**config.mk**
```make
export PLATFORM = sky130hd
export DESIGN_NAME = ring_slot_index_manager_unit_flat
export DESIGN_NICKNAME = d
export VERILOG_FILES = /design/src/sv/rsim_pkg.sv /design/src/sv/rsim_ifs.sv /design/src/sv/rsim_mod_unit.sv /design/src/sv/rsim_datapath.sv /design/src/sv/rsim_ctrl.sv /design/src/sv/ring_slot_index_manager_unit.sv /design/src/flat_wrapper.sv
export SDC_FILE = /design/constraint.sdc
export NUM_CORES = 1
export LEC_CHECK = 0
export CAP_MARGIN = 5
export CORE_MARGIN = 2
export CORE_UTILIZATION = 56
export CTS_CLUSTER_DIAMETER = 30
export DETAILED_ROUTE_END_ITERATION = 7
export DONT_BUFFER_PORTS = 1
export MAX_ROUTING_LAYER = met4
export PLACE_DENSITY = 0.68
export REMOVE_ABC_BUFFERS = 1
export SLEW_MARGIN = 20
export SYNTH_ARGS = -nofsm -noshare
export SYNTH_HDL_FRONTEND = slang
export SYNTH_SLANG_ARGS = --single-unit
```
**constraint.sdc**
```tcl
create_clock -name clk -period 10.98 [get_ports clk]
set_clock_uncertainty 0.05 [all_clocks]
set_input_delay 2.196 -clock clk [delete_from_list [all_inputs] [get_ports clk]]
set_output_delay 2.196 -clock clk [all_outputs]
set_load 0.02 [all_outputs]
```
**src/sv/rsim_pkg.sv**
```systemverilog
// Package of the ring slot index manager.
// Holds field widths, command and status codes, controller states and the
// control structs shared by the controller and the datapath. No dependencies.
`default_nettype none

package rsim_pkg;

  localparam int IDX_W = 10;
  localparam int CNT_W = 11;
  localparam int CMD_W = 2;
  localparam int STS_W = 2;

  localparam logic [CNT_W-1:0] MAX_SLOTS = CNT_W'(1024);
  localparam logic [CNT_W-1:0] MIN_SLOTS = CNT_W'(2);
  localparam logic [CNT_W-1:0] RESET_SLOTS = CNT_W'(1024);

  // One remainder bit is produced per dividend bit.
  localparam int MOD_STEPS = CNT_W;
  localparam int MOD_CNT_W = $clog2(MOD_STEPS);

  typedef enum logic [CMD_W-1:0] {
    CMD_ACQUIRE = 2'd0,
    CMD_COMMIT  = 2'd1,
    CMD_CONSUME = 2'd2,
    CMD_DISPOSE = 2'd3
  } cmd_t;

  typedef enum logic [STS_W-1:0] {
    ST_DONE  = 2'd0,
    ST_RETRY = 2'd1,
    ST_EMPTY = 2'd2
  } status_t;

  typedef enum logic {
    S_IDLE = 1'b0,
    S_MOD  = 1'b1
  } ctrl_state_t;

  // Controller to datapath.
  typedef struct packed {
    logic exec;        // apply a request handled without the remainder unit and load the result
    logic mod_start;   // start the remainder of commit_next by the slot count
    logic mod_finish;  // store the remainder as the commit index, load result
  } ctrl_cmd_t;

  // Datapath to controller.
  typedef struct packed {
    logic out_valid;
    logic commit_slow;
    logic mod_done;
  } dp_status_t;

endpackage

`default_nettype wire

```
**src/sv/rsim_ifs.sv**
```systemverilog
// Handshake interfaces of the ring slot index manager: request and response.
// Depends on rsim_pkg for the field widths.
`default_nettype none

interface rsim_req_if import rsim_pkg::*; ();
  logic             valid;
  logic             ready;
  logic [CMD_W-1:0] cmd;
  logic [IDX_W-1:0] commit_prev;
  logic [CNT_W-1:0] commit_next;

  modport source (output valid, output cmd, output commit_prev, output commit_next,
                  input ready);
  modport sink (input valid, input cmd, input commit_prev, input commit_next,
                output ready);
endinterface

interface rsim_rsp_if import rsim_pkg::*; ();
  logic             valid;
  logic             ready;
  logic [STS_W-1:0] status;
  logic [IDX_W-1:0] slot;
  logic [CNT_W-1:0] next_raw;

  modport source (output valid, output status, output slot, output next_raw,
                  input ready);
  modport sink (input valid, input status, input slot, input next_raw,
                output ready);
endinterface

`default_nettype wire

```
**src/sv/rsim_mod_unit.sv**
```systemverilog
// Bit-serial remainder unit: dividend modulo divisor, one bit per cycle.
// Depends on rsim_pkg. Used by the datapath for commit wrapping.
`default_nettype none

module rsim_mod_unit import rsim_pkg::*; (
  input  wire logic             clk,
  input  wire logic             rst,
  input  wire logic             start,
  input  wire logic [CNT_W-1:0] dividend,
  input  wire logic [CNT_W-1:0] divisor,
  output logic                  done,
  output logic [IDX_W-1:0]      rem
);

  localparam logic [MOD_CNT_W-1:0] LAST_STEP = MOD_CNT_W'(MOD_STEPS - 1);

  logic                 busy;
  logic [MOD_CNT_W-1:0] step;
  logic [CNT_W-1:0]     dvd;
  logic [CNT_W-1:0]     dvs;
  logic [CNT_W-1:0]     trial;

  // The partial remainder stays below the divisor, which is at most 1024,
  // so it fits the index width and the trial value fits the count width.
  assign trial = {rem, dvd[CNT_W-1]};

  always_ff @(posedge clk) begin
    if (rst) begin
      busy <= 1'b0;
      done <= 1'b0;
      step <= '0;
    end else begin
      done <= busy && (step == LAST_STEP);
      if (start) begin
        busy <= 1'b1;
        step <= '0;
      end else if (busy) begin
        step <= step + MOD_CNT_W'(1);
        if (step == LAST_STEP) begin
          busy <= 1'b0;
        end
      end
    end
  end

  always_ff @(posedge clk) begin
    if (start) begin
      dvd <= dividend;
      dvs <= divisor;
      rem <= '0;
    end else if (busy) begin
      dvd <= {dvd[CNT_W-2:0], 1'b0};
      if (trial >= dvs) begin
        rem <= IDX_W'(trial - dvs);
      end else begin
        rem <= trial[IDX_W-1:0];
      end
    end
  end

endmodule

`default_nettype wire

```
**src/sv/rsim_datapath.sv**
```systemverilog
// Datapath of the ring slot index manager: slot count register, the four
// ring indices, the remainder unit and the response register.
// Depends on rsim_pkg and rsim_mod_unit.
`default_nettype none

module rsim_datapath import rsim_pkg::*; (
  input  wire logic             clk,
  input  wire logic             rst,
  input  wire logic             cfg_we,
  input  wire logic [CNT_W-1:0] cfg_wdata,
  input  wire logic [CMD_W-1:0] req_cmd,
  input  wire logic [IDX_W-1:0] req_commit_prev,
  input  wire logic [CNT_W-1:0] req_commit_next,
  input  wire logic             rsp_ready,
  input  wire ctrl_cmd_t        ctrl,
  output dp_status_t            stat,
  output logic                  rsp_valid,
  output status_t               rsp_status,
  output logic [IDX_W-1:0]      rsp_slot,
  output logic [CNT_W-1:0]      rsp_next_raw
);

  logic [CNT_W-1:0] slot_count;
  logic [IDX_W-1:0] acquire_index;
  logic [IDX_W-1:0] commit_index;
  logic [IDX_W-1:0] consume_index;
  logic [IDX_W-1:0] dispose_index;

  logic [IDX_W-1:0] acquire_index_next;
  logic [IDX_W-1:0] commit_index_next;
  logic [IDX_W-1:0] consume_index_next;
  logic [IDX_W-1:0] dispose_index_next;

  logic [CNT_W-1:0] eff_count;
  logic [CNT_W-1:0] acq_inc;
  logic             grant;
  logic             commit_match;
  cmd_t             cmd;
  status_t          res_status;
  logic [IDX_W-1:0] res_slot;
  logic [CNT_W-1:0] res_next_raw;
  logic             mod_done;
  logic [IDX_W-1:0] mod_rem;

  function automatic logic [IDX_W-1:0] step_wrap(input logic [IDX_W-1:0] idx,
                                                 input logic [CNT_W-1:0] cnt);
    logic [CNT_W-1:0] n;
    n = {1'b0, idx} + CNT_W'(1);
    return (n >= cnt) ? '0 : n[IDX_W-1:0];
  endfunction

  assign cmd = cmd_t'(req_cmd);

  always_comb begin
    if (slot_count < MIN_SLOTS) begin
      eff_count = MIN_SLOTS;
    end else if (slot_count > MAX_SLOTS) begin
      eff_count = MAX_SLOTS;
    end else begin
      eff_count = slot_count;
    end
  end

  assign acq_inc = {1'b0, acquire_index} + CNT_W'(1);

  // An acquire behind the dispose index may not catch up with it; otherwise
  // it may wrap to zero only while slot zero has been freed.
  always_comb begin
    if (acquire_index < dispose_index) begin
      grant = acq_inc < {1'b0, dispose_index};
    end else begin
      grant = (acq_inc < eff_count) || (dispose_index != '0);
    end
  end

  assign commit_match = (commit_index == req_commit_prev);

  always_comb begin
    acquire_index_next = acquire_index;
    commit_index_next  = commit_index;
    consume_index_next = consume_index;
    dispose_index_next = dispose_index;
    res_status   = ST_DONE;
    res_slot     = '0;
    res_next_raw = '0;
    unique case (cmd)
      CMD_ACQUIRE: begin
        if (grant) begin
          acquire_index_next = (acq_inc >= eff_count) ? '0 : acq_inc[IDX_W-1:0];
          res_slot     = acquire_index;
          res_next_raw = acq_inc;
        end else begin
          res_status = ST_RETRY;
        end
      end
      CMD_COMMIT: begin
        if (commit_match) begin
          // Below the count the value is already wrapped; larger values go
          // through the remainder unit instead of this path.
          commit_index_next = req_commit_next[IDX_W-1:0];
        end else begin
          res_status = ST_RETRY;
        end
      end
      CMD_CONSUME: begin
        if (consume_index == commit_index) begin
          res_status = ST_EMPTY;
        end else begin
          res_slot           = consume_index;
          consume_index_next = step_wrap(consume_index, eff_count);
        end
      end
      CMD_DISPOSE: begin
        if (dispose_index == commit_index) begin
          res_status = ST_EMPTY;
        end else begin
          dispose_index_next = step_wrap(dispose_index, eff_count);
        end
      end
      default: begin
        res_status = ST_DONE;
      end
    endcase
  end

  rsim_mod_unit u_mod (
    .clk      (clk),
    .rst      (rst),
    .start    (ctrl.mod_start),
    .dividend (req_commit_next),
    .divisor  (eff_count),
    .done     (mod_done),
    .rem      (mod_rem)
  );

  always_ff @(posedge clk) begin
    if (rst) begin
      slot_count    <= RESET_SLOTS;
      acquire_index <= '0;
      commit_index  <= '0;
      consume_index <= '0;
      dispose_index <= '0;
    end else if (cfg_we) begin
      slot_count    <= cfg_wdata;
      acquire_index <= '0;
      commit_index  <= '0;
      consume_index <= '0;
      dispose_index <= '0;
    end else if (ctrl.exec) begin
      acquire_index <= acquire_index_next;
      commit_index  <= commit_index_next;
      consume_index <= consume_index_next;
      dispose_index <= dispose_index_next;
    end else if (ctrl.mod_finish) begin
      commit_index <= mod_rem;
    end
  end

  always_ff @(posedge clk) begin
    if (rst) begin
      rsp_valid <= 1'b0;
    end else if (ctrl.exec || ctrl.mod_finish) begin
      rsp_valid <= 1'b1;
    end else if (rsp_ready) begin
      rsp_valid <= 1'b0;
    end
  end

  always_ff @(posedge clk) begin
    if (ctrl.exec) begin
      rsp_status   <= res_status;
      rsp_slot     <= res_slot;
      rsp_next_raw <= res_next_raw;
    end else if (ctrl.mod_finish) begin
      rsp_status   <= ST_DONE;
      rsp_slot     <= '0;
      rsp_next_raw <= '0;
    end
  end

  assign stat.out_valid   = rsp_valid;
  assign stat.commit_slow = (cmd == CMD_COMMIT) && commit_match &&
                            (req_commit_next >= eff_count);
  assign stat.mod_done    = mod_done;

endmodule

`default_nettype wire

```
**src/sv/rsim_ctrl.sv**
```systemverilog
// Controller of the ring slot index manager: request handshake and the
// sequencing of commits that need the remainder unit. Depends on rsim_pkg.
`default_nettype none

module rsim_ctrl import rsim_pkg::*; (
  input  wire logic       clk,
  input  wire logic       rst,
  input  wire logic       req_valid,
  input  wire logic       rsp_ready,
  input  wire dp_status_t stat,
  output logic            req_ready,
  output ctrl_cmd_t       ctrl
);

  ctrl_state_t state;
  ctrl_state_t state_next;
  logic        accept;

  assign accept = req_valid && req_ready;

  always_ff @(posedge clk) begin
    if (rst) begin
      state <= S_IDLE;
    end else begin
      state <= state_next;
    end
  end

  always_comb begin
    state_next = state;
    unique case (state)
      S_IDLE: begin
        if (accept && stat.commit_slow) begin
          state_next = S_MOD;
        end
      end
      S_MOD: begin
        if (stat.mod_done) begin
          state_next = S_IDLE;
        end
      end
      default: begin
        state_next = S_IDLE;
      end
    endcase
  end

  // In the idle state a request is taken when the response register is free or is
  // being emptied in the same cycle; none is taken while the remainder unit runs.
  always_comb begin
    req_ready       = 1'b0;
    ctrl.exec       = 1'b0;
    ctrl.mod_start  = 1'b0;
    ctrl.mod_finish = 1'b0;
    unique case (state)
      S_IDLE: begin
        req_ready      = !stat.out_valid || rsp_ready;
        ctrl.exec      = accept && !stat.commit_slow;
        ctrl.mod_start = accept && stat.commit_slow;
      end
      S_MOD: begin
        ctrl.mod_finish = stat.mod_done;
      end
      default: begin
        req_ready = 1'b0;
      end
    endcase
  end

endmodule

`default_nettype wire

```
**src/sv/ring_slot_index_manager_unit.sv**
```systemverilog
// Ring slot index manager: keeps the acquire, commit, consume and dispose
// indices of a ring and answers one response per request. Acquire, consume,
// dispose and an in-order commit whose next value is already below the slot
// count need no remainder unit, so such requests stream at one per cycle
// while each response is taken. A commit whose next value must be wrapped
// goes through a bit-serial remainder unit that handles one bit of
// commit_next per cycle, and no request is taken until its response is
// loaded. Writing the slot count clears all four indices.
// Depends on rsim_pkg, rsim_ifs, rsim_ctrl and rsim_datapath.
`default_nettype none

module ring_slot_index_manager_unit import rsim_pkg::*; (
  input  wire logic             clk,
  input  wire logic             rst,
  input  wire logic             cfg_we,
  input  wire logic [CNT_W-1:0] cfg_wdata,
  rsim_req_if.sink              req,
  rsim_rsp_if.source            rsp
);

  ctrl_cmd_t  ctrl;
  dp_status_t stat;
  status_t    rsp_status;

  rsim_ctrl u_ctrl (
    .clk       (clk),
    .rst       (rst),
    .req_valid (req.valid),
    .rsp_ready (rsp.ready),
    .stat      (stat),
    .req_ready (req.ready),
    .ctrl      (ctrl)
  );

  rsim_datapath u_dp (
    .clk             (clk),
    .rst             (rst),
    .cfg_we          (cfg_we),
    .cfg_wdata       (cfg_wdata),
    .req_cmd         (req.cmd),
    .req_commit_prev (req.commit_prev),
    .req_commit_next (req.commit_next),
    .rsp_ready       (rsp.ready),
    .ctrl            (ctrl),
    .stat            (stat),
    .rsp_valid       (rsp.valid),
    .rsp_status      (rsp_status),
    .rsp_slot        (rsp.slot),
    .rsp_next_raw    (rsp.next_raw)
  );

  assign rsp.status = rsp_status;

endmodule

`default_nettype wire
```
**src/flat_wrapper.sv**
```systemverilog
// flat-port wrapper written by rule: the top's interface ports become plain ports
module ring_slot_index_manager_unit_flat import rsim_pkg::*;
  (clk, rst, cfg_we, cfg_wdata, req_valid, req_cmd, req_commit_prev, req_commit_next, req_ready, rsp_valid, rsp_status, rsp_slot, rsp_next_raw, rsp_ready);
  rsim_req_if req_i ();
  rsim_rsp_if rsp_i ();
  input  wire logic clk;
  input  wire logic rst;
  input  wire logic cfg_we;
  input  wire logic [CNT_W-1:0] cfg_wdata;
  input wire logic [$bits(req_i.valid)-1:0] req_valid;
  input wire logic [$bits(req_i.cmd)-1:0] req_cmd;
  input wire logic [$bits(req_i.commit_prev)-1:0] req_commit_prev;
  input wire logic [$bits(req_i.commit_next)-1:0] req_commit_next;
  output wire logic [$bits(req_i.ready)-1:0] req_ready;
  output wire logic [$bits(rsp_i.valid)-1:0] rsp_valid;
  output wire logic [$bits(rsp_i.status)-1:0] rsp_status;
  output wire logic [$bits(rsp_i.slot)-1:0] rsp_slot;
  output wire logic [$bits(rsp_i.next_raw)-1:0] rsp_next_raw;
  input wire logic [$bits(rsp_i.ready)-1:0] rsp_ready;
  assign req_i.valid = req_valid;
  assign req_i.cmd = req_cmd;
  assign req_i.commit_prev = req_commit_prev;
  assign req_i.commit_next = req_commit_next;
  assign req_ready = req_i.ready;
  assign rsp_valid = rsp_i.valid;
  assign rsp_status = rsp_i.status;
  assign rsp_slot = rsp_i.slot;
  assign rsp_next_raw = rsp_i.next_raw;
  assign rsp_i.ready = rsp_ready;
  ring_slot_index_manager_unit u_core (.clk(clk), .rst(rst), .cfg_we(cfg_we), .cfg_wdata(cfg_wdata), .req(req_i), .rsp(rsp_i));
endmodule
```
## After elaboration in Yosys (flattened, before gate mapping)

Index checks and enable logic that the tools add are counted.

- Add/subtract/negate cells: 5
- Magnitude comparators: 10
- Eq/ne operators: 9
- Mux-type cells: 40
- Bitwise operators: 3
- Reductions and logical operators: 22

Operators with widths:

| cell | number |
|---|---|
| $mux W10 | 12 |
| $mux W11 | 8 |
| $ge A11 B11 Y1 | 5 |
| $add A10 B1 Y11 const B | 3 |
| $eq A10 B10 Y1 | 3 |
| $pmux W10 S2 | 1 |
| $mux W1 | 12 |
| $reduce_and A3 Y1 | 4 |
| $gt A11 B11 Y1 const B | 1 |
| $lt A11 B10 Y1 | 1 |
| $lt A11 B11 Y1 | 1 |
| $lt A11 B2 Y1 const B | 1 |
| $lt A10 B10 Y1 | 1 |
| $mux W2 | 5 |
| $reduce_bool A10 Y1 | 1 |
| $sub A10 B10 Y10 | 1 |
| $pmux W2 S4 | 1 |
| $logic_and A1 B1 Y1 | 6 |
| $reduce_bool A2 Y1 | 3 |
| $add A4 B1 Y4 const B | 1 |
| $eq A2 B2 Y1 const B | 2 |
| $eq A4 B4 Y1 const B | 1 |
| $ne A2 B1 Y1 const B | 2 |
| $reduce_or A2 Y1 | 2 |
| 6 further kinds | 11 |

- Flip-flop bits (word level): 114
- Bits of input ports: 39
- Output and inout port bits: 25
- Word-level logic and storage cells: 105

## Depth between registers and ports, before layout

Gate-level depths: netlist of run 1.

- Depth in word-level cells: 10
- Depth in mapped cells: 15
- Depth with buffers taken out: 14

## Cells and area by module

From an unflattened synthesis of run 1, not the netlist that was laid out.

- Cells, all modules: 809
- Area total of the unflattened synthesis: 7483.4 µm²

By module, submodules not included:

| module | times used | cells each | area each (µm²) | sequential area each (µm²) |
|---|---|---|---|---|
| rsim_datapath | 1 | 624 | 5417.7 | 1731.7 |
| rsim_mod_unit | 1 | 175 | 1984.4 | 980.9 |
| rsim_ctrl | 1 | 10 | 81.3 | 20.0 |

## Worst setup path before layout of run 1

OpenSTA, ideal clock, no wires.

- Kind: input-to-output
- From: input port rsp_ready
- To: output port req_ready
- Arrival time: 2564 ps
- Required time: 8734 ps
- Slack: 6170 ps
- Cell stages on the path: 2
- Buffers on the path: 0
- Cell sequence: nor2b_1 nor2_1

- Cells in the longest elaborated chain, start to end: 2

Ends and longest elaborated chain:

| what | line | text |
|---|---|---|
| start: declaration | flat_wrapper.sv:19 | `input wire logic [$bits(rsp_i.ready)-1:0] rsp_ready;` |
| $logic_or A1 B1 Y1 | rsim_ctrl.sv:57 | `req_ready = !stat.out_valid \|\| rsp_ready;` |
| $mux W1 | rsim_ctrl.sv:55 | `unique case (state)` |
| end: declaration | flat_wrapper.sv:14 | `output wire logic [$bits(req_i.ready)-1:0] req_ready;` |

Every way passes these cells.

## Worst setup path after layout of run 1

Same ends and word-level chain as after synthesis.

==> impl_metrics.csv, run 1 <==
group,metric,value,unit
setup_path,critical_path_class,"in -> out",
timing,share_of_the_clock_period_used_by_the_worst_path_after_layout,45.0,%
timing,max_slew_margin,31.1,%
place,place_inst,928,
floorplanning,initial_cell_density_of_the_core,57.4,%
clock_tree,cts_repair_resize_count,0,
setup_path,cp_data_arrival_time,2.69,ns
pwr,clock_power_share,49.6,%
finish,synthToLayoutAreaGrowth,9.18,%
detailed_routing,detail_route.drc_violations,0,
synthesis,synthDominantAreaCellType,"sky130_fd_sc_hd__dfxtp_1",
synthesis,synthesis.instances,787,
timing,clock.fmax,0.202,GHz
detailed_routing,detail_route.first_pass.iterations,5,
setup_path,cpLargestDelayFamily,"simple AND/OR/NAND/NOR gates",
global_route,globalRoute.totalOverflow,0,
setup_path,setup.worst_path.end_class,"output pin",
clock_tree,clk_pin_slew_worst_paths,0.05,ns
global_route,initial_antenna_violation_count,0,
detailed_routing,postRouteAntennaNets,0,
synthesis,synth_ff_type,"sky130_fd_sc_hd__dfxtp_1",
global_route,grt_start_max_net_pins,42,
detailed_routing,via_per_inst,6.11,
timing,layout_min_cycle_time,4.94,ns
synthesis,number_of_synthesized_flops_with_an_enable_pin,45,
finish,antennaDiodeCount,0,
floorplanning,die_area,13900,um^2
setup_path,crit_fanout,3,
pwr,powerDensity,129,nW/um^2
global_route,via_count_of_the_first_global_routing_pass,5457,
finish,post_route_cells_drive_above_1_share,6.47,%
detailed_routing,vias,5861,
finish,count_of_nets_after_finishing,893,
timing,finalMaxSlewViolations,0,
finish,final_util,62.6,%
clock_tree,cts_inserted_buffers,17,
synthesis,ys_ff_latch,114,
timing,report.final.hold_viol_count,0,
setup_path,cpPeakStageDelay,0.46,ns
synthesis,synthMostInstantiatedCell,"sky130_fd_sc_hd__ha_1",
finish,post_layout_nonfiller_instances,960,
floorplanning,core_area,12600,um^2
setup_path,cell_by_cell_trace_of_the_critical_path,"nor2b_1 > nor2_1",
synthesis,yosys.cell_types.count,55,
clock_tree,cts_htree_levels,4,
clock_tree,cts_sinks,114,
place,hpwl,13700,um
timing,timing.final.setup_violations,0,
job,maxCapViolCount,0,
clock_tree,deepest_clock_path_buffer_count,2,
pwr,gate_power_share,5.6,%
pwr,net_switching_power,0.246,mW
outcome,status,"complete, no violations",
global_route,track_usage,27.7,%
synthesis,post_synth_most_frequent_cells,"sky130_fd_sc_hd__ha_1, sky130_fd_sc_hd__nor2_1, sky130_fd_sc_hd__dfxtp_1, sky130_fd_sc_hd__inv_1, sky130_fd_sc_hd__nand2_1",
timing,actual_transition_at_the_worst_max_transition_pin,1.03,ns
clock_tree,postCtsSetupRepairBufs,0,
clock_tree,clock_tree.root_cell,"sky130_fd_sc_hd__clkbuf_16",
timing,rsz0062_at_grt,"no",
timing,setup_ws,6.04,ns
place,place.port_buffers,0,
synthesis,synth.yosys.warnings,0,
clock_tree,clock_insertion_delay_worst_skew,0.42,ns
pwr,switching_share_of_power,24.2,%
setup_path,critical_path_required,8.73,ns
detailed_routing,drt_iter0_drc,561,
detailed_routing,post_drt_wl_per_cell,19.2,um
setup_path,crit_slowest_cell,"sky130_fd_sc_hd__nor2_1",
timing,setup_total_negative_slack,0,ns
clock_tree,ctsHoldBuffers,0,
pwr,power.ir.vdd_worst,0.000119,V
floorplanning,fp-row-count,41,
pwr,total_leakage_power,3.41,nW
floorplanning,die_height,118,um
synthesis,netlist_top_cells_area,"sky130_fd_sc_hd__dfxtp_1, sky130_fd_sc_hd__edfxtp_1, sky130_fd_sc_hd__ha_1",
pwr,power_report.internal_total,0.772,mW
floorplanning,die_w,118,um
setup_path,worst-path-buf-inv,0,
floorplanning,io-pin-count,64,
detailed_routing,drt-total-wl,18400,um
clock_tree,tritoncts_clock_tree,"yes",
synthesis,synth.avg_cell_area,9.20,um^2
synthesis,synth_top_cell_area_share,19.1,%
synthesis,synth_sequential_area_ratio,37.7,%
synthesis,syn-cell-area,7240,um^2
place,place_ws,6.04,ns
hold_path,hold_path.class,"reg -> reg",
synthesis,async_reset_ff_share,0,%
setup_path,startpoint_type,"primary input",
place,globalplace.congestion,0.934,
global_route,wire_length_of_the_first_global_routing_pass,28800,um
pwr,power.sequential.fraction,44.8,%
-- power by group through the flow --
stage | Sequential, mW | Combinational (mW) | Clock, mW
global placement | 0.465 | 0.0533 | 0
detailed placement | 0.465 | 0.0554 | 0
finish | 0.456 | 0.0568 | 0.505
floorplan | 0.464 | 0.0400 | 0
global route | 0.457 | 0.0620 | 0.528
CTS | 0.456 | 0.0558 | 0.509
-- placed cells by master (no fill, tap or decap), drive strengths merged, types with 21 or more instances in the layout --
| cell | instances |
|---|---|
| dfxtp | 69 |
| xor2 | 35 |
| inv | 61 |
| o21ai | 36 |
| xnor2 | 29 |
| edfxtp | 45 |
| nand2 | 46 |
| a21oi | 39 |
| nand3 | 21 |
| nor2 | 75 |
| ha | 78 |
-- sequential cells by signal (all words and copies together), names as in the netlist --
| signal | count |
|---|---|
| u_core.u_dp.dispose_index | 10 |
| u_core.u_dp.consume_index | 10 |
| u_core.u_ctrl.state | 1 |
| u_core.u_dp.u_mod.dvs | 11 |
| u_core.u_dp.u_mod.rem | 10 |
| u_core.u_dp.slot_count | 11 |
| u_core.u_dp.rsp_next_raw | 11 |
| u_core.u_dp.acquire_index | 10 |
| u_core.u_dp.rsp_valid | 1 |
| u_core.u_dp.u_mod.dvd | 11 |
| u_core.u_dp.rsp_status | 2 |
| u_core.u_dp.rsp_slot | 10 |
| u_core.u_dp.u_mod.step | 4 |
| u_core.u_dp.u_mod.busy | 1 |
| u_core.u_dp.commit_index | 10 |
| u_core.u_dp.u_mod.done | 1 |
-- path summary, 6_finish.rpt --
path | startpoint | end | slack, ns | cells past startpoint
worst max register to register | u_core.u_dp.slot_count[5]$_SDFFE_PP0P_ | u_core.u_dp.acquire_index[9]$_SDFFE_PP0P_ | 6.29 | 13
worst min-delay path | u_core.u_dp.u_mod.done$_SDFF_PP0_ | u_core.u_ctrl.state$_SDFF_PP0_ | 0.47 | 3
worst max-delay path | rsp_ready | req_ready | 6.04 | 2
worst min register to register | u_core.u_dp.u_mod.done$_SDFF_PP0_ | u_core.u_ctrl.state$_SDFF_PP0_ | 0.47 | 3
-- metrics by stage --
step	hold slack [ns]	power, mW	cell area [um^2]
2_1_floorplan	0.416	0.504	7110
3_3_place_gp	0.446	0.518	7350
3_5_place_dp	0.454	0.521	7350
4_1_cts	0.466	1.02	7900
5_1_grt	0.495	1.05	7910
6_report	0.469	1.02	7910
-- layout make-up --
| type | count | area (um^2) |
|---|---|---|
| Tap cell | 172 | 215 |
| Clock inverter | 13 | 85.1 |
| Inverter | 60 | 225 |
| Fill cell | 1120 | 4710 |
| Sequential cell | 114 | 2730 |
| Timing Repair Buffer | 4 | 30.0 |
| Multi-Input combinational cell | 578 | 4150 |
| Clock buffer | 19 | 464 |
-- layer usage --
metal / vias to the layer above / share of wire, % / track usage (%)
li1: 2804 / - / -
met1: 2774 / 47 / 38.3
met2: 236 / 42 / 39.2
met3: 47 / 7.4 / 5.96
met4: 0 / 3.0 / 11.5
met5: - / 0 / -
-- cells by family after synthesis --
family	Yosys count	synth area share, %
AND/OR/NAND/NOR	236	15.8
flip-flops	114	37.7
XOR/XNOR	64	7.74
AO/OA/AOI/OAI	168	15.5
multiplexers	31	4.48
buffers and inverters	95	4.98
adder cells (fa/ha/maj)	79	13.8
Power figures use the tool's default switching activity.
==> run 2: changes to the inputs <==
Clock period 10.98 ns to 4.9 ns, I/O delays scaled along.
==> run 2 against run 1 <==
Flip-flop and latch count stayed put. Largest power group unchanged. Combinational power is 130% higher. First-iteration DRC count is 17% lower. Utilization is 0.46 points higher. Final area is 0.73% higher. Register-to-register slack worse by 5.9 ns. Wire length is 1.3% higher. Critical path depth is 11 higher. Sequential power is 120% higher.
==> impl_metrics.csv, run 2 (synthesis results as in run 1) <==
group,metric,value,unit
outcome,status,"complete, no violations",
setup_path,critical_path_required,5.20,ns
global_route,via_count_of_the_first_global_routing_pass,5657,
floorplanning,fp-row-count,41,
clock_tree,postCtsSetupRepairBufs,0,
floorplanning,initial_cell_density_of_the_core,57.4,%
detailed_routing,via_per_inst,6.10,
detailed_routing,post_drt_wl_per_cell,19.3,um
setup_path,cell_by_cell_trace_of_the_critical_path,"nor4_1 > nand2_1 > o31ai_1 > nand2_1 > ha_1 > a211o_1 > nor2_1 > o21ai_1 > a221o_1 > a221o_1 > a211o_1 > or3_1 > a21oi_1",
finish,antennaDiodeCount,0,
detailed_routing,drt_iter0_drc,465,
setup_path,cpLargestDelayFamily,"compound AO/OA/AOI/OAI gates",
place,hpwl,14000,um
setup_path,setup.worst_path.end_class,"flop",
pwr,power.ir.vdd_worst,0.000228,V
detailed_routing,detail_route.first_pass.iterations,5,
clock_tree,tritoncts_clock_tree,"yes",
global_route,initial_antenna_violation_count,0,
place,place.port_buffers,0,
global_route,globalRoute.totalOverflow,0,
finish,mostFrequentLayoutCells,"sky130_fd_sc_hd__ha_1, sky130_fd_sc_hd__nor2_1, sky130_fd_sc_hd__dfxtp_1, sky130_fd_sc_hd__inv_1, sky130_fd_sc_hd__nand2_1",
setup_path,number_of_cells_on_the_critical_path,13,
clock_tree,clock_tree.root_cell,"sky130_fd_sc_hd__clkbuf_16",
pwr,powerDensity,293,nW/um^2
timing,actual_transition_at_the_worst_max_transition_pin,1.00,ns
finish,post_route_cells_drive_above_1_share,6.29,%
floorplanning,core_area,12600,um^2
timing,setup_total_negative_slack,0,ns
detailed_routing,maxUsedRoutingLayer,"met4",
finish,count_of_nets_after_finishing,900,
setup_path,number_of_cells_on_the_worst_reg_to_reg_path,13,
hold_path,hold_path.class,"reg -> reg",
detailed_routing,wl_met2,7970,um
timing,clock.fmax,0.222,GHz
hold_path,holdPathStages,2,
timing,finalMaxSlewViolations,0,
clock_tree,cts_inserted_buffers,17,
clock_tree,clk_pin_slew_worst_paths,0.05,ns
global_route,wire_length_of_the_first_global_routing_pass,29900,um
finish,layout.cells.most_common,"sky130_fd_sc_hd__ha_1",
detailed_routing,detail_route.drc_violations,0,
clock_tree,cts_repair_resize_count,0,
global_route,track_usage,28.5,%
detailed_routing,postRouteAntennaNets,0,
clock_tree,cts_htree_levels,4,
clock_tree,cts_sinks,114,
setup_path,startpoint_type,"flop",
setup_path,crit_fanout,26,
setup_path,cp_data_arrival_time,4.79,ns
timing,rsz0062_at_grt,"no",
floorplanning,die_w,118,um
timing,max_slew_margin,32.9,%
setup_path,critical_path_class,"reg -> reg",
clock_tree,deepest_clock_path_buffer_count,2,
global_route,grt_start_max_net_pins,30,
clock_tree,ctsHoldBuffers,0,
floorplanning,die_area,13900,um^2
timing,share_of_the_clock_period_used_by_the_worst_path_after_layout,91.7,%
clock_tree,clock_insertion_delay_worst_skew,0.42,ns
floorplanning,die_height,118,um
timing,layout_min_cycle_time,4.50,ns
job,maxCapViolCount,0,
setup_path,crit_slowest_cell,"sky130_fd_sc_hd__a211o_1",
finish,ff_latch_area,2730,um^2
place,globalplace.congestion,0.959,
detailed_routing,drt-total-wl,18600,um
finish,synthToLayoutAreaGrowth,9.97,%
setup_path,cpPeakStageDelay,0.60,ns
setup_path,worst-path-buf-inv,0,
timing,timing.final.setup_violations,0,
detailed_routing,route.layer.met1.wl,8590,um
pwr,total_leakage_power,3.46,nW
finish,multi_input_area,4150,um^2
timing,report.final.hold_viol_count,0,
pwr,finalPower,2.33,mW
detailed_routing,vias,5898,
detailed_routing,wl_met3,1570,um
floorplanning,io-pin-count,64,
finish,fillCellCount,1094,
[run 2: power breakdown]
group          total (mW)  switching, mW  internal [mW]
sequential           1.02         0.0216           1.00
clock                1.18          0.431          0.751
combinational       0.130         0.0810         0.0491
total                2.33          0.533           1.80
[run 2: area by class of cell]
cell class | count | area share [%]
Tap cell | 172 | 2.70
Timing Repair Buffer | 11 | 1.04
Inverter | 60 | 2.83
Clock buffer | 27 | 6.33
Multi-Input combinational cell | 578 | 52.1
Clock inverter | 5 | 0.660
Sequential cell | 114 | 34.3
[run 2: metal layers]
layer  up-vias  track usage (%)
li1       2823                -
met1      2764             40.3
met2       268             40.2
met3        43             5.38
met4         0             11.4
met5         -                -
[run 2: final timing paths]
path                                                from                                        end  slack (ns)
setup / recovery  u_core.u_dp.slot_count[9]$_SDFFE_PP0P_  u_core.u_dp.acquire_index[1]$_SDFFE_PP0P_        0.40
hold / removal    u_core.u_dp.u_mod.step[3]$_SDFFE_PP0P_          u_core.u_dp.u_mod.done$_SDFF_PP0_        0.46
setup reg to reg  u_core.u_dp.slot_count[9]$_SDFFE_PP0P_  u_core.u_dp.acquire_index[1]$_SDFFE_PP0P_        0.40
hold reg to reg   u_core.u_dp.u_mod.step[3]$_SDFFE_PP0P_          u_core.u_dp.u_mod.done$_SDFF_PP0_        0.46
[run 2: per-stage QoR]
step           instance area, um^2  hold WS, ns  util, %  std cells  worst slack, ns
5_1_grt                       7960        0.497     63.1        967           0.0528
2_1_floorplan                 7110        0.416        -        752            0.408
3_5_place_dp                  7410        0.457     58.7        935            0.513
3_3_place_gp                  7410        0.446     58.7        935            0.716
4_1_cts                       7960        0.464     63.1        967            0.413
6_report                      7960        0.461     63.1        967            0.405
[run 2: worst reg2reg max path: cells and delay by family (launching register included)]
family,cells,cell delay (ns)
AOI/OAI and AO/OA,7,2.38
and+or+nand+nor,5,1.31
adders and majority gates,1,0.37
DFF,1,0.32
==> run 3: changes to the inputs <==
Settings changed: CORE_UTILIZATION 56 to 55, PLACE_DENSITY 0.68 to 0.67, SKIP_LAST_GASP from default to 1.
==> run 3 against run 2 <==
Critical path depth stayed put. Combinational power hardly changed. Sequential power hardly changed. Largest cell class unchanged. Largest power group unchanged. Highest routed layer unchanged. Final cell count is 0.21% higher. Critical path type unchanged. Utilization is 0.12 points lower.
==> impl_metrics.csv, run 3 (synthesis results as in run 1) <==
group,metric,value,unit
floorplanning,die_area,14100,um^2
place,place_ws,0.578,ns
setup_path,critical_path_class,"reg -> reg",
timing,share_of_the_clock_period_used_by_the_worst_path_after_layout,88.7,%
detailed_routing,via_per_inst,6.04,
global_route,track_usage,28.2,%
clock_tree,clock_insertion_delay_worst_skew,0.43,ns
floorplanning,initial_cell_density_of_the_core,56.9,%
timing,timing.final.setup_violations,0,
detailed_routing,vias,5856,
finish,layout.cells.most_common,"sky130_fd_sc_hd__ha_1",
place,globalplace.congestion,0.950,
detailed_routing,drt-total-wl,18500,um
setup_path,worst-r2r-setup-slack,0.55,ns
hold_path,holdPathStages,3,
detailed_routing,detail_route.first_pass.iterations,5,
detailed_routing,postRouteAntennaNets,0,
place,placed_area,7430,um^2
finish,mostFrequentLayoutCells,"sky130_fd_sc_hd__ha_1, sky130_fd_sc_hd__nor2_1, sky130_fd_sc_hd__dfxtp_1, sky130_fd_sc_hd__inv_1, sky130_fd_sc_hd__nand2_1",
detailed_routing,drt_iter0_drc,501,
setup_path,cp_data_arrival_time,4.64,ns
clock_tree,clock_tree.root_cell,"sky130_fd_sc_hd__clkbuf_16",
clock_tree,postCtsSetupRepairBufs,0,
clock_tree,ctsHoldBuffers,0,
timing,actual_transition_at_the_worst_max_transition_pin,0.979,ns
global_route,via_count_of_the_first_global_routing_pass,5695,
clock_tree,cts_sinks,114,
timing,layout_min_cycle_time,4.35,ns
timing,setup_total_negative_slack,0,ns
setup_path,critical_path_required,5.20,ns
clock_tree,cts_htree_levels,4,
clock_tree,cts_repair_resize_count,0,
finish,count_of_nets_after_finishing,902,
finish,antennaDiodeCount,0,
detailed_routing,post_drt_wl_per_cell,19.1,um
finish,fillCellCount,1118,
finish,synthToLayoutAreaGrowth,10.7,%
place,hpwl,13900,um
place,place.port_buffers,0,
pwr,power.ir.vdd_worst,0.000236,V
outcome,status,"complete, no violations",
clock_tree,clk_pin_slew_worst_paths,0.06,ns
floorplanning,io-pin-count,64,
floorplanning,fp-row-count,41,
setup_path,startpoint_type,"flop",
global_route,grt_start_max_net_pins,30,
setup_path,crit_fanout,26,
pwr,powerDensity,298,nW/um^2
global_route,wire_length_of_the_first_global_routing_pass,30000,um
timing,finalMaxSlewViolations,0,
finish,post_route_cells_drive_above_1_share,7.28,%
timing,rsz0062_at_grt,"no",
timing,setup_ws,0.554,ns
clock_tree,deepest_clock_path_buffer_count,2,
detailed_routing,detail_route.drc_violations,0,
timing,report.final.hold_viol_count,0,
global_route,globalRoute.totalOverflow,0,
timing,max_slew_margin,34.7,%
floorplanning,die_w,119,um
clock_tree,cts_inserted_buffers,17,
floorplanning,die_height,119,um
clock_tree,tritoncts_clock_tree,"yes",
setup_path,setup.worst_path.end_class,"flop",
setup_path,number_of_cells_on_the_worst_reg_to_reg_path,13,
finish,finalInstanceArea,8010,um^2
hold_path,hold_path.class,"reg -> reg",
floorplanning,core_area,12700,um^2
job,maxCapViolCount,0,
global_route,initial_antenna_violation_count,0,
pwr,total_leakage_power,3.47,nW
timing,clock.fmax,0.230,GHz
==> run 3: stage by stage <==
stage / instances / hold WS, ns / power (mW) / utilization (%)
global route: 969 / 0.491 / 2.46 / 63.0
finish: 969 / 0.463 / 2.39 / 63.0
global placement: 937 / 0.444 / 1.16 / 58.3
CTS: 969 / 0.465 / 2.40 / 63.0
floorplan: 752 / 0.416 / 1.13 / -
detailed placement: 937 / 0.448 / 1.17 / 58.4
==> run 3: per-layer routing <==
| metal | global-route usage [%] | routed length (um) |
|---|---|---|
| met1 | 37.5 | 8440 |
| met2 | 41.4 | 8190 |
| met3 | 8.25 | 1520 |
| met4 | 9.15 | 320 |
| met5 | - | 0 |
==> run 3: critical path, stage by stage (launching register included) <==
cell	delay [ns]
sky130_fd_sc_hd__dfxtp_1	0.32
sky130_fd_sc_hd__nor4_1	0.31
sky130_fd_sc_hd__nand2_1	0.14
sky130_fd_sc_hd__o31ai_1	0.50
sky130_fd_sc_hd__nand2_1	0.22
sky130_fd_sc_hd__ha_1	0.38
sky130_fd_sc_hd__a211o_1	0.32
sky130_fd_sc_hd__nor2_1	0.09
sky130_fd_sc_hd__o21ai_1	0.07
sky130_fd_sc_hd__a221o_1	0.32
sky130_fd_sc_hd__a221o_1	0.34
sky130_fd_sc_hd__a211o_1	0.60
sky130_fd_sc_hd__or3_1	0.46
sky130_fd_sc_hd__a21oi_1	0.15
==> run 3: final timing paths <==
path | start | endpoint
worst min register to register | u_core.u_dp.u_mod.done$_SDFF_PP0_ | u_core.u_ctrl.state$_SDFF_PP0_
worst max register to register | u_core.u_dp.slot_count[5]$_SDFFE_PP0P_ | u_core.u_dp.acquire_index[9]$_SDFFE_PP0P_
worst min-delay path | u_core.u_dp.u_mod.done$_SDFF_PP0_ | u_core.u_ctrl.state$_SDFF_PP0_
worst max-delay path | u_core.u_dp.slot_count[5]$_SDFFE_PP0P_ | u_core.u_dp.acquire_index[9]$_SDFFE_PP0P_
==> run 3: final cells by class <==
cell class	instances	area (um^2)	area share, %
Clock inverter	14	158	1.97
Clock buffer	18	429	5.36
Inverter	60	225	2.81
Multi-Input combinational cell	578	4160	51.9
Tap cell	172	215	2.69
Timing Repair Buffer	13	97.6	1.22
Sequential cell	114	2730	34.1
==> run 3: report_power, final <==
group	internal, mW	switching [mW]
Combinational	0.0495	0.0795
Clock	0.753	0.481
Sequential	1.00	0.0224
Total	1.80	0.583
